$ cat src/design/calendar_date_stepper_core_macros.svh
// ----------------------------------------------------------------------------
// Calendar date stepper assertion macros
// Shared concurrent assertion forms, clocked on clk and held off during reset.
// ----------------------------------------------------------------------------
`ifndef CALENDAR_DATE_STEPPER_CORE_MACROS_SVH
`define CALENDAR_DATE_STEPPER_CORE_MACROS_SVH

// Check an expression at every clock edge out of reset
`define CDSTEP_ASSERT_ALWAYS(name, expr) \
    name: assert property (@(posedge clk) disable iff (!rst_n) (expr)) \
        else $error("calendar date stepper: invariant violated");

// Check that a trigger is followed by a condition in the next cycle
`define CDSTEP_ASSERT_NEXT(name, trig, expr) \
    name: assert property (@(posedge clk) disable iff (!rst_n) (trig) |=> (expr)) \
        else $error("calendar date stepper: sequence violated");

`endif

$ cat src/design/cdstep_pkg.sv
// ----------------------------------------------------------------------------
// Calendar date stepper package
// Field widths, event codes, the date record and the month length function.
// ----------------------------------------------------------------------------
`default_nettype none

package cdstep_pkg;

    localparam int YEAR_W  = 16;
    localparam int MONTH_W = 4;
    localparam int DAY_W   = 5;
    localparam int OP_W    = 3;

    typedef logic [OP_W-1:0]    op_t;
    typedef logic [YEAR_W-1:0]  year_t;
    typedef logic [MONTH_W-1:0] month_t;
    typedef logic [DAY_W-1:0]   day_t;

    // Event codes; the remaining codes leave the date as is
    localparam op_t OP_LOAD       = 3'd0;
    localparam op_t OP_NEXT_DAY   = 3'd1;
    localparam op_t OP_PREV_DAY   = 3'd2;
    localparam op_t OP_NEXT_MONTH = 3'd3;
    localparam op_t OP_PREV_MONTH = 3'd4;

    typedef struct packed {
        year_t  year;
        month_t month;
        day_t   day;
    } date_t;

    localparam year_t  RESET_YEAR = 16'd2000;
    localparam month_t MONTH_JAN  = 4'd1;
    localparam month_t MONTH_FEB  = 4'd2;
    localparam month_t MONTH_DEC  = 4'd12;
    localparam day_t   DAY_FIRST  = 5'd1;
    localparam day_t   DAYS_28    = 5'd28;
    localparam day_t   DAYS_29    = 5'd29;
    localparam day_t   DAYS_30    = 5'd30;
    localparam day_t   DAYS_31    = 5'd31;

    // Divisibility by 25: multiply by the inverse of 25 mod 2^16 and compare
    localparam year_t INV_25      = 16'h5C29;
    localparam year_t DIV25_LIMIT = 16'd2621;

    // Leap-year flag from per-year divisibility bits
    typedef struct packed {
        logic by4;
        logic by16;
        logic by25;
    } year_div_t;

    function automatic day_t days_of(input month_t month, input logic leap);
        day_t len;
        case (month)
            MONTH_FEB:                   len = leap ? DAYS_29 : DAYS_28;
            4'd1, 4'd3, 4'd5, 4'd7,
            4'd8, 4'd10, 4'd12:          len = DAYS_31;
            default:                     len = DAYS_30;
        endcase
        return len;
    endfunction

endpackage

`default_nettype wire

$ cat src/design/cdstep_leap.sv
// ----------------------------------------------------------------------------
// Calendar date stepper leap-year detector
// Gregorian leap rule on a 16-bit year, with no divider.
// ----------------------------------------------------------------------------
`default_nettype none

module cdstep_leap (
    input  wire cdstep_pkg::year_t year,
    output logic                   leap
);
    import cdstep_pkg::*;

    year_t     prod;
    year_div_t div;

    // Test divisibility by 4, 16 and 25; 100 = 4*25, 400 = 16*25
    assign prod     = year_t'(year * INV_25);
    assign div.by4  = (year[1:0] == 2'b00);
    assign div.by16 = (year[3:0] == 4'b0000);
    assign div.by25 = (prod <= DIV25_LIMIT);

    assign leap = (div.by4 && !div.by25) || (div.by16 && div.by25);

endmodule

`default_nettype wire

$ cat src/design/cdstep_update.sv
// ----------------------------------------------------------------------------
// Calendar date stepper update logic
// Next date from the stored date and one event.
// ----------------------------------------------------------------------------
`default_nettype none

module cdstep_update (
    input  wire cdstep_pkg::op_t   op,
    input  wire cdstep_pkg::date_t load,
    input  wire cdstep_pkg::date_t cur,
    input  wire                    leap,
    output cdstep_pkg::date_t      nxt
);
    import cdstep_pkg::*;

    date_t fwd;
    date_t back;
    day_t  cur_len;
    day_t  back_len;

    assign cur_len = days_of(cur.month, leap);

    // Step the month forward: December and above carry into January
    always_comb
    begin
        fwd.day = DAY_FIRST;
        if (cur.month >= MONTH_DEC)
        begin
            fwd.year  = cur.year + 16'd1;
            fwd.month = MONTH_JAN;
        end
        else
        begin
            fwd.year  = cur.year;
            fwd.month = cur.month + 4'd1;
        end
    end

    // Step the month back; a year borrow always lands in December,
    // whose length does not depend on the leap flag of the current year
    always_comb
    begin
        if (cur.month <= MONTH_JAN)
        begin
            back.year  = cur.year - 16'd1;
            back.month = MONTH_DEC;
        end
        else
        begin
            back.year  = cur.year;
            back.month = cur.month - 4'd1;
        end
        back_len = days_of(back.month, leap);
        back.day = back_len;
    end

    // Select the new date for the event
    always_comb
    begin
        nxt = cur;
        case (op)
            OP_LOAD:
            begin
                if (load.year != '0)
                    nxt.year = load.year;
                if (load.month != '0)
                    nxt.month = load.month;
                if (load.day != '0)
                    nxt.day = load.day;
            end
            OP_NEXT_DAY:
            begin
                if (cur.day >= cur_len)
                    nxt = fwd;
                else
                    nxt.day = cur.day + 5'd1;
            end
            OP_PREV_DAY:
            begin
                if (cur.day <= DAY_FIRST)
                    nxt = back;
                else
                    nxt.day = cur.day - 5'd1;
            end
            OP_NEXT_MONTH: nxt = fwd;
            OP_PREV_MONTH: nxt = back;
            default:       nxt = cur;
        endcase
    end

endmodule

`default_nettype wire

$ cat src/design/calendar_date_stepper_core.sv
// ----------------------------------------------------------------------------
// Calendar date stepper core
// Holds a Gregorian date and steps it by one event per request.
// ----------------------------------------------------------------------------
// Usage:
//   A request enters on s_axis: tuser carries the event code (load, next
//   day, previous day, next month, previous month), tdata the load fields.
//   Each request yields one result on m_axis: the date after the event and
//   the length of that month.
//   The accepting edge puts the request in the input register; once the
//   result slot is free, the updated date is written into the state
//   register, which also serves as the result register and drives
//   m_axis_tvalid.
//   Throughput is one request per cycle while the receiver does not stall;
//   the loop through the date register and the update logic has no other register.
//   Reset sets the date to 2000-01-01 and empties both stages.
//   When the receiver stalls, the result holds; one more request waits in
//   the input register and s_axis_tready then drops until the result is
//   taken.
// ----------------------------------------------------------------------------
`default_nettype none

module calendar_date_stepper_core (
    input  wire         clk,
    input  wire         rst_n,
    input  wire         s_axis_tvalid,
    output logic        s_axis_tready,
    input  wire  [2:0]  s_axis_tuser,  // [2:0] op
    input  wire  [31:0] s_axis_tdata,  // [15:0] load_year, [19:16] load_month,
                                       // [24:20] load_day, [31:25] zero
    output logic        m_axis_tvalid,
    input  wire         m_axis_tready,
    output logic [31:0] m_axis_tdata   // [15:0] cur_year, [19:16] cur_month,
                                       // [24:20] cur_day, [29:25] month_length,
                                       // [31:30] zero
);
    import cdstep_pkg::*;

    `include "calendar_date_stepper_core_macros.svh"

    logic  in_valid_reg;
    op_t   op_reg;
    date_t load_reg;
    logic  out_valid_reg;
    date_t date_reg;
    date_t date_next;
    logic  advance;
    logic  leap;
    day_t  month_length;
    logic  next_month_step;

    // Move a request into the update stage when the result slot frees up
    assign advance       = in_valid_reg && (!out_valid_reg || m_axis_tready);
    assign s_axis_tready = !in_valid_reg || advance;

    // Input register
    always_ff @(posedge clk or negedge rst_n)
    begin
        if (!rst_n)
        begin
            in_valid_reg <= 1'b0;
        end
        else if (s_axis_tready)
        begin
            in_valid_reg <= s_axis_tvalid;
        end
    end

    always_ff @(posedge clk)
    begin
        if (s_axis_tvalid && s_axis_tready)
        begin
            op_reg         <= s_axis_tuser;
            load_reg.year  <= s_axis_tdata[15:0];
            load_reg.month <= s_axis_tdata[19:16];
            load_reg.day   <= s_axis_tdata[24:20];
        end
    end

    cdstep_leap u_leap (
        .year (date_reg.year),
        .leap (leap)
    );

    cdstep_update u_update (
        .op   (op_reg),
        .load (load_reg),
        .cur  (date_reg),
        .leap (leap),
        .nxt  (date_next)
    );

    // Date register doubles as the result register
    always_ff @(posedge clk or negedge rst_n)
    begin
        if (!rst_n)
        begin
            date_reg.year  <= RESET_YEAR;
            date_reg.month <= MONTH_JAN;
            date_reg.day   <= DAY_FIRST;
            out_valid_reg  <= 1'b0;
        end
        else
        begin
            if (advance)
            begin
                date_reg <= date_next;
            end
            if (advance)
            begin
                out_valid_reg <= 1'b1;
            end
            else if (m_axis_tready)
            begin
                out_valid_reg <= 1'b0;
            end
        end
    end

    // Drive the result
    assign month_length  = days_of(date_reg.month, leap);
    assign m_axis_tvalid = out_valid_reg;
    assign m_axis_tdata  = {2'b00, month_length, date_reg.day, date_reg.month,
                            date_reg.year};

    // Checks
    assign next_month_step = advance && (op_reg == OP_NEXT_MONTH);

    `CDSTEP_ASSERT_ALWAYS(a_date_nonzero, (date_reg.day != '0) && (date_reg.month != '0))
    `CDSTEP_ASSERT_NEXT(a_advance_gives_result, advance, out_valid_reg)
    `CDSTEP_ASSERT_NEXT(a_next_month_first_day, next_month_step, date_reg.day == DAY_FIRST)

endmodule

`default_nettype wire

$ cat config.mk
export PLATFORM = sky130hd
export DESIGN_NAME = calendar_date_stepper_core
export DESIGN_NICKNAME = d
export VERILOG_FILES = /design/src/design/cdstep_pkg.sv /design/src/design/cdstep_leap.sv /design/src/design/cdstep_update.sv /design/src/design/calendar_date_stepper_core.sv
export VERILOG_INCLUDE_DIRS = /design/src /design/src/design
export SDC_FILE = /design/constraint.sdc
export NUM_CORES = 1
export LEC_CHECK = 0
export BUFFER_PORTS_ARGS = -buffer_cell sky130_fd_sc_hd__buf_2
export CORE_MARGIN = 1.5
export CORE_UTILIZATION = 40
export DETAILED_ROUTE_END_ITERATION = 10
export PLACE_DENSITY = 0.56
export SKIP_CTS_REPAIR_TIMING = 1
export SLEW_MARGIN = 15
export SYNTH_ARGS = -nofsm -noshare
export SYNTH_HDL_FRONTEND = slang
export SYNTH_SLANG_ARGS = --single-unit
$ cat constraint.sdc
create_clock -name clk -period 13.2 [get_ports clk]
set_clock_uncertainty 0.2 [all_clocks]
set_input_delay 1.32 -clock clk [delete_from_list [all_inputs] [get_ports clk]]
set_output_delay 1.32 -clock clk [all_outputs]
set_load 0.05 [all_outputs]
; ---- After elaboration in Yosys (flattened, before gate mapping)
; Index checks and enable logic that the tools add are counted.
[totals]
reg_bits = 55
output_inout_bits = 34
[op_classes]
n_addsub = 6
n_mul = 1
n_lt_le_gt_ge = 5
n_eq_ne = 25
n_mux = 15
n_reduce_logical = 23
[op_table]
columns = operator, n
row1 = 25-bit case mux with 5 select lines, 1
row2 = 20-bit 2-to-1 mux, 4
row3 = "4-bit equality test, second input constant", 6
row4 = 5-bit case mux with 2 select lines, 2
row5 = "16-bit by 1-bit adder with 16-bit output, second input constant", 1
row6 = "4-bit by 2-bit equality test with 1-bit output, second input constant", 4
row7 = "4-bit by 3-bit equality test with 1-bit output, second input constant", 4
row8 = "16-bit by 12-bit less-or-equal comparator with 1-bit output, second input constant", 1
row9 = "16-bit by 15-bit multiplier with 16-bit output, second input constant", 1
row10 = 16-bit 2-to-1 mux, 1
row11 = 16-bit nonzero test, 1
row12 = "16-bit by 1-bit subtractor with 16-bit output, second input constant", 1
row13 = 5-bit 2-to-1 mux, 3
row14 = 7-bit OR reduction, 2
row15 = "2-bit by 1-bit != test with 1-bit output, second input constant", 5
row16 = 5-bit AND reduction, 2
row17 = 5-bit nonzero test, 2
row18 = "4-bit by 1-bit equality test with 1-bit output, second input constant", 2
row19 = "3-bit by 2-bit equality test with 1-bit output, second input constant", 2
row20 = "5-bit by 1-bit adder with 5-bit output, second input constant", 1
row21 = 5-bit >= comparator, 1
row22 = "5-bit by 1-bit less-or-equal comparator with 1-bit output, second input constant", 1
row23 = "5-bit by 1-bit subtractor with 5-bit output, second input constant", 1
row24 = "4-bit by 1-bit adder with 4-bit output, second input constant", 1
row25 = 16 further kinds, 25

; ---- Depth between registers and ports, before layout
[depth]
word_depth = 10
depth_mapped = 27
ltp_nobuf = 26

; ---- Hierarchy
; From an unflattened synthesis, not the netlist that was laid out.
[hier_totals]
cells_unflattened = 575
area_unflattened_um2 = 5554.1
[by_module_without_submodules]
columns = module, n_inst, cells_per_inst, area_per_inst_um2, seq_area_each_um2
row1 = calendar_date_stepper_core, 1, 101, 2052.0, 1526.5
row2 = cdstep_update, 1, 310, 1874.3, 0.0
row3 = cdstep_leap, 1, 164, 1627.8, 0.0

; ---- Worst setup path before layout
; OpenSTA, ideal clock, no wires.
[synth_path]
path_type = reg-to-reg
from = register, netlist name m_axis_tdata[3]
to = register, netlist name m_axis_tdata[1]
arrival_ns = 7.146
required_ns = 12.858
slack_ns = 5.711
path_stages_with_launch = 25
path_buffers = 1
cell_sequence = dfrtp_1 -> inv_1 -> ha_1 -> ha_1 -> inv_1 -> fa_1 -> fa_1 -> inv_1 -> fa_1 -> ha_1 -> ha_1 -> nand2_1 -> nor2_1 -> a2111oi_2 -> xnor2_1 -> or4_4 -> nor4b_2 -> o22ai_1 -> ha_1 -> nand2b_1 -> a2111oi_1 -> nor3_1 -> nand3_1 -> clkbuf_1 -> o221ai_1
[synth_between]
elab_chain_cells = 10
elab_cells_between_ends = 12
classes_between = mul (1) / order compare (2) / eq/ne (1) / mux (2) / reduce/logical (6)
[synth_rtl]
columns = element, line
row1 = 16-bit by 15-bit multiplier with 16-bit output, cdstep_leap.sv:17  ; assign prod = year_t'(year * INV_25);
row2 = 16-bit by 12-bit less-or-equal comparator with 1-bit output, cdstep_leap.sv:20  ; assign div.by25 = (prod <= DIV25_LIMIT);
row3 = 1-bit logical NOT, cdstep_leap.sv:22  ; assign leap = (div.by4 && !div.by25) || (div.by16 && div.by25);
row4 = 1-bit logical AND, cdstep_leap.sv:22
row5 = 1-bit logical OR *, cdstep_leap.sv:22
row6 = 1-bit 2-to-1 mux *, n/a
row7 = 5-bit case mux with 2 select lines *, cdstep_pkg.sv:55  ; case (month)
row8 = named net m_axis_tdata[25], calendar_date_stepper_core.sv:33  ; output logic [31:0] m_axis_tdata
row9 = 5-bit >= comparator *, cdstep_update.sv:73  ; if (cur.day >= cur_len)
row10 = 2-bit by 1-bit != test with 1-bit output (no source line) *, n/a
row11 = 5-bit AND reduction (no source line) *, n/a
; Mark *: on every way through the listed nets, which the timed path passes. The rest lies on a longest branch.
; A chain may end at the register's enable or synchronous reset.

; ---- Worst setup path after layout
[layout_path]
from = register, netlist name m_axis_tdata[3]
to = register, netlist name m_axis_tdata[3]
[layout_between]
elab_chain_cells = 10
elab_cells_between_ends = 19
classes_between = add/sub (2) / mul (1) / order compare (2) / eq/ne (1) / mux (7) / reduce/logical (6)
[layout_rtl]
columns = element, line
row1 = 16-bit by 15-bit multiplier with 16-bit output, cdstep_leap.sv:17
row2 = 16-bit by 12-bit less-or-equal comparator with 1-bit output, cdstep_leap.sv:20
row3 = 1-bit logical NOT, cdstep_leap.sv:22
row4 = 1-bit logical AND, cdstep_leap.sv:22
row5 = 1-bit logical OR, cdstep_leap.sv:22
row6 = 1-bit 2-to-1 mux, cdstep_pkg.sv:56  ; MONTH_FEB: len = leap ? DAYS_29 : DAYS_28;
row7 = 5-bit case mux with 2 select lines, cdstep_pkg.sv:55
row8 = 5-bit >= comparator, cdstep_update.sv:73
row9 = 2-bit by 1-bit != test with 1-bit output (no source line), n/a
row10 = 5-bit AND reduction (no source line), n/a
; Several ways; a longest one is shown, not always the timed one. The select of a mux whose other input is x is not followed.

==> qor.txt <==
Max cap viols: 0
H-tree depth: 2
Mapped Avg Cell Area: 9.368 µm²
Worst hold-check path type: flip-flop to flip-flop
EDFF count, synth: 28
Initial antenna violation count: 0
Initial core utilization: 41.38%
Post-route ant nets: 0
Hold Startpoint: in_valid_reg
Layout cells sized above 1: 15.18%
Setup CP Type: flip-flop to flip-flop
Worst-margin pin slew: 987.6 ps
DP Wirelength: 10100 µm
Syn Std Cell Area: 5265 µm²
Reg-to-reg slack, setup: 5170 ps
IO buf count: 60
Met3 wire len: 619 µm
DR top layer: met4
Final #Nets: 739
Crit path max fanout: 33
Hold endpoint: m_axis_tvalid
First-pass GRT wire length: 21790 µm
Max Freq: 124.5 MHz
Met2 routed WL: 6321 µm
Max-Slew Margin vs Limit: 33.55%
Slew Limit Fails: 0
Diodes inserted: 0
CP endpoint kind: flip-flop
I/O pin count: 73
Reg2reg end: m_axis_tdata[3]
Core Footprint: 12720 µm²
Vias/cell: 5.713
Vias in the first global route: 4277
Register-to-Register Path Depth: 25
CP startpoint kind: flip-flop
RSZ-0062 raised after global routing: no
Setup tns final: 0 ps
Iteration-0 DRC count of the detailed router: 308
CTS root buf: clkbuf_16
Clock Latency Late Sink: 300 ps
FF+latch count, synth: 55
Largest net degree at the start of global routing: 34
Synth-to-layout area growth: 10.55%
CTS Buffer Depth: 2
Yosys cell types: 72
Vias: 4445
DRT met1 WL: 5965 µm
Gpl congestion: 0.8735
Primary FF master, synth: edfxtp_1
Ys Warns: 0
Synth Instances: 562
Final-report hold violation count: 0
CTS Buf Count: 5
Critical Path AT: 8000 ps
Die Span Y: 117.7 µm
WP data required: 13170 ps
GRT Total Usage: 19.33%
Register area share after synthesis: 28.99%
Leading cell type in the layout, fill and taps excluded: ha_1
Hold path cells: 1
Fin crit period: 8033 ps
Period utilisation layout: 60.86%
Drt first pass iters: 5
Rows: 41
Clock-pin slew on the worst setup and hold paths: 80 ps
Routed WL per cell: 16.83 µm
Crit Reg-Reg Startpoint: m_axis_tdata[3]
Die Area: 13860 µm²
Fraction of registers with async set/reset: 49.09%
Overflow after GRT: 0
Drt drc: 0
Final setup viols: 0
Status: completed
Die Wd: 117.7 µm
Total wire length: 13090 µm
Num Clock Sinks: 55
CTS tree: built
Commonest non-fill, non-tap cells in the layout: ha_1 (77), buf_2 (60), inv_1 (58), nor2_1 (36)
worst max path at each step:
stage / endpoint / slack (ps) / cells after the start / from
6_report: m_axis_tdata[3] / 5170 / 25 / m_axis_tdata[3]
5_1_grt: m_axis_tdata[3] / 4540 / 25 / m_axis_tdata[3]
4_1_cts: m_axis_tdata[3] / 4830 / 25 / m_axis_tdata[3]
3_5_place_dp: m_axis_tdata[3] / 4870 / 25 / m_axis_tdata[3]
3_3_place_gp: m_axis_tdata[3] / 4930 / 25 / m_axis_tdata[3]
2_1_floorplan: m_axis_tdata[1] / 5710 / 24 / m_axis_tdata[3]
cell families after synthesis:
group / synth area share (%)
buffers and inverters: 6.963
XOR/XNOR: 4.325
AND/OR/NAND/NOR: 16.37
flip-flops: 28.99
other: 0.1426
AO/OA/AOI/OAI: 17.87
multiplexers: 0.1901
adder cells (fa/ha/maj): 25.14
synthesized netlist by cell type, types with 4 or more instances:
cell type | number | area share [%]
nand4_1 | 7 | 0.83
nor2b_1 | 4 | 0.48
o31ai_1 | 4 | 0.57
nor2_1 | 36 | 2.6
a211oi_1 | 6 | 0.86
o211ai_1 | 6 | 0.86
nor4_1 | 10 | 1.2
o22ai_1 | 4 | 0.48
o21a_1 | 4 | 0.57
a221o_1 | 4 | 0.76
inv_1 | 58 | 4.1
o21ai_1 | 9 | 0.86
o21ai_0 | 26 | 2.5
a31oi_1 | 8 | 0.95
a221oi_1 | 7 | 1.2
xnor2_1 | 20 | 3.3
o32a_1 | 4 | 0.76
buf_2 | 5 | 0.48
nor3_1 | 18 | 1.7
fa_1 | 18 | 6.8
edfxtp_1 | 28 | 16
nand2_1 | 28 | 2.0
and3_1 | 7 | 0.83
or4_1 | 5 | 0.71
dfrtp_1 | 19 | 9.0
dfstp_2 | 8 | 4.0
nand2b_1 | 7 | 0.83
a21oi_1 | 25 | 2.4
ha_1 | 77 | 18
nand3_1 | 13 | 1.2
clkbuf_1 | 17 | 1.2
buf_4 | 6 | 0.86
xor2_1 | 6 | 1.0
and2_1 | 4 | 0.48
metrics by stage:
step                      hold slack (ps)  util (%)  setup slack, ps  cell area, µm²  cells
final                               311.7     45.75             5167            5821    778
after global routing                326.6     45.75             4541            5821    778
after CTS                           321.0     45.70             4834            5814    778
after detailed placement            301.6     44.50             4871            5662    770
after global placement              279.2     44.50             4928            5662    770
after floorplan                     257.2         -             5711            5276    565
worst max-delay path, stage by stage (launching register included):
cell,delay [ps]
dfrtp_1,560
inv_1,210
ha_1,330
ha_1,280
inv_1,50
fa_1,470
fa_1,540
inv_1,50
fa_1,510
ha_1,320
ha_1,370
nand2_1,120
nor2_1,50
a2111oi_2,310
xnor2_1,110
or4_4,480
nor4b_2,460
o22ai_1,200
ha_1,310
nand2b_1,120
a2111oi_1,110
nor3_1,380
nand3_2,590
a221o_1,460
a221oi_1,250
a21oi_1,60
metal layers:
layer / up-vias / global-route usage, %
li1: 2127 / -
met4: 0 / 4.802
met2: 124 / 32.42
met5: - / 0
met1: 2180 / 26.29
met3: 14 / 2.762
final cells by class:
cell class                 instances  area [µm²]
clock buffer                       5       125.1
clock inverter                     3       27.53
tap                              172       215.2
fill                            1294        6902
sequential                        55        1526
multi-input combinational        422        3390
timing repair buffer              62       315.3
inverter                          59       221.5
Power is not shown: default switching activity piles up to over one toggle a cycle in this logic, so the estimate is an artifact.
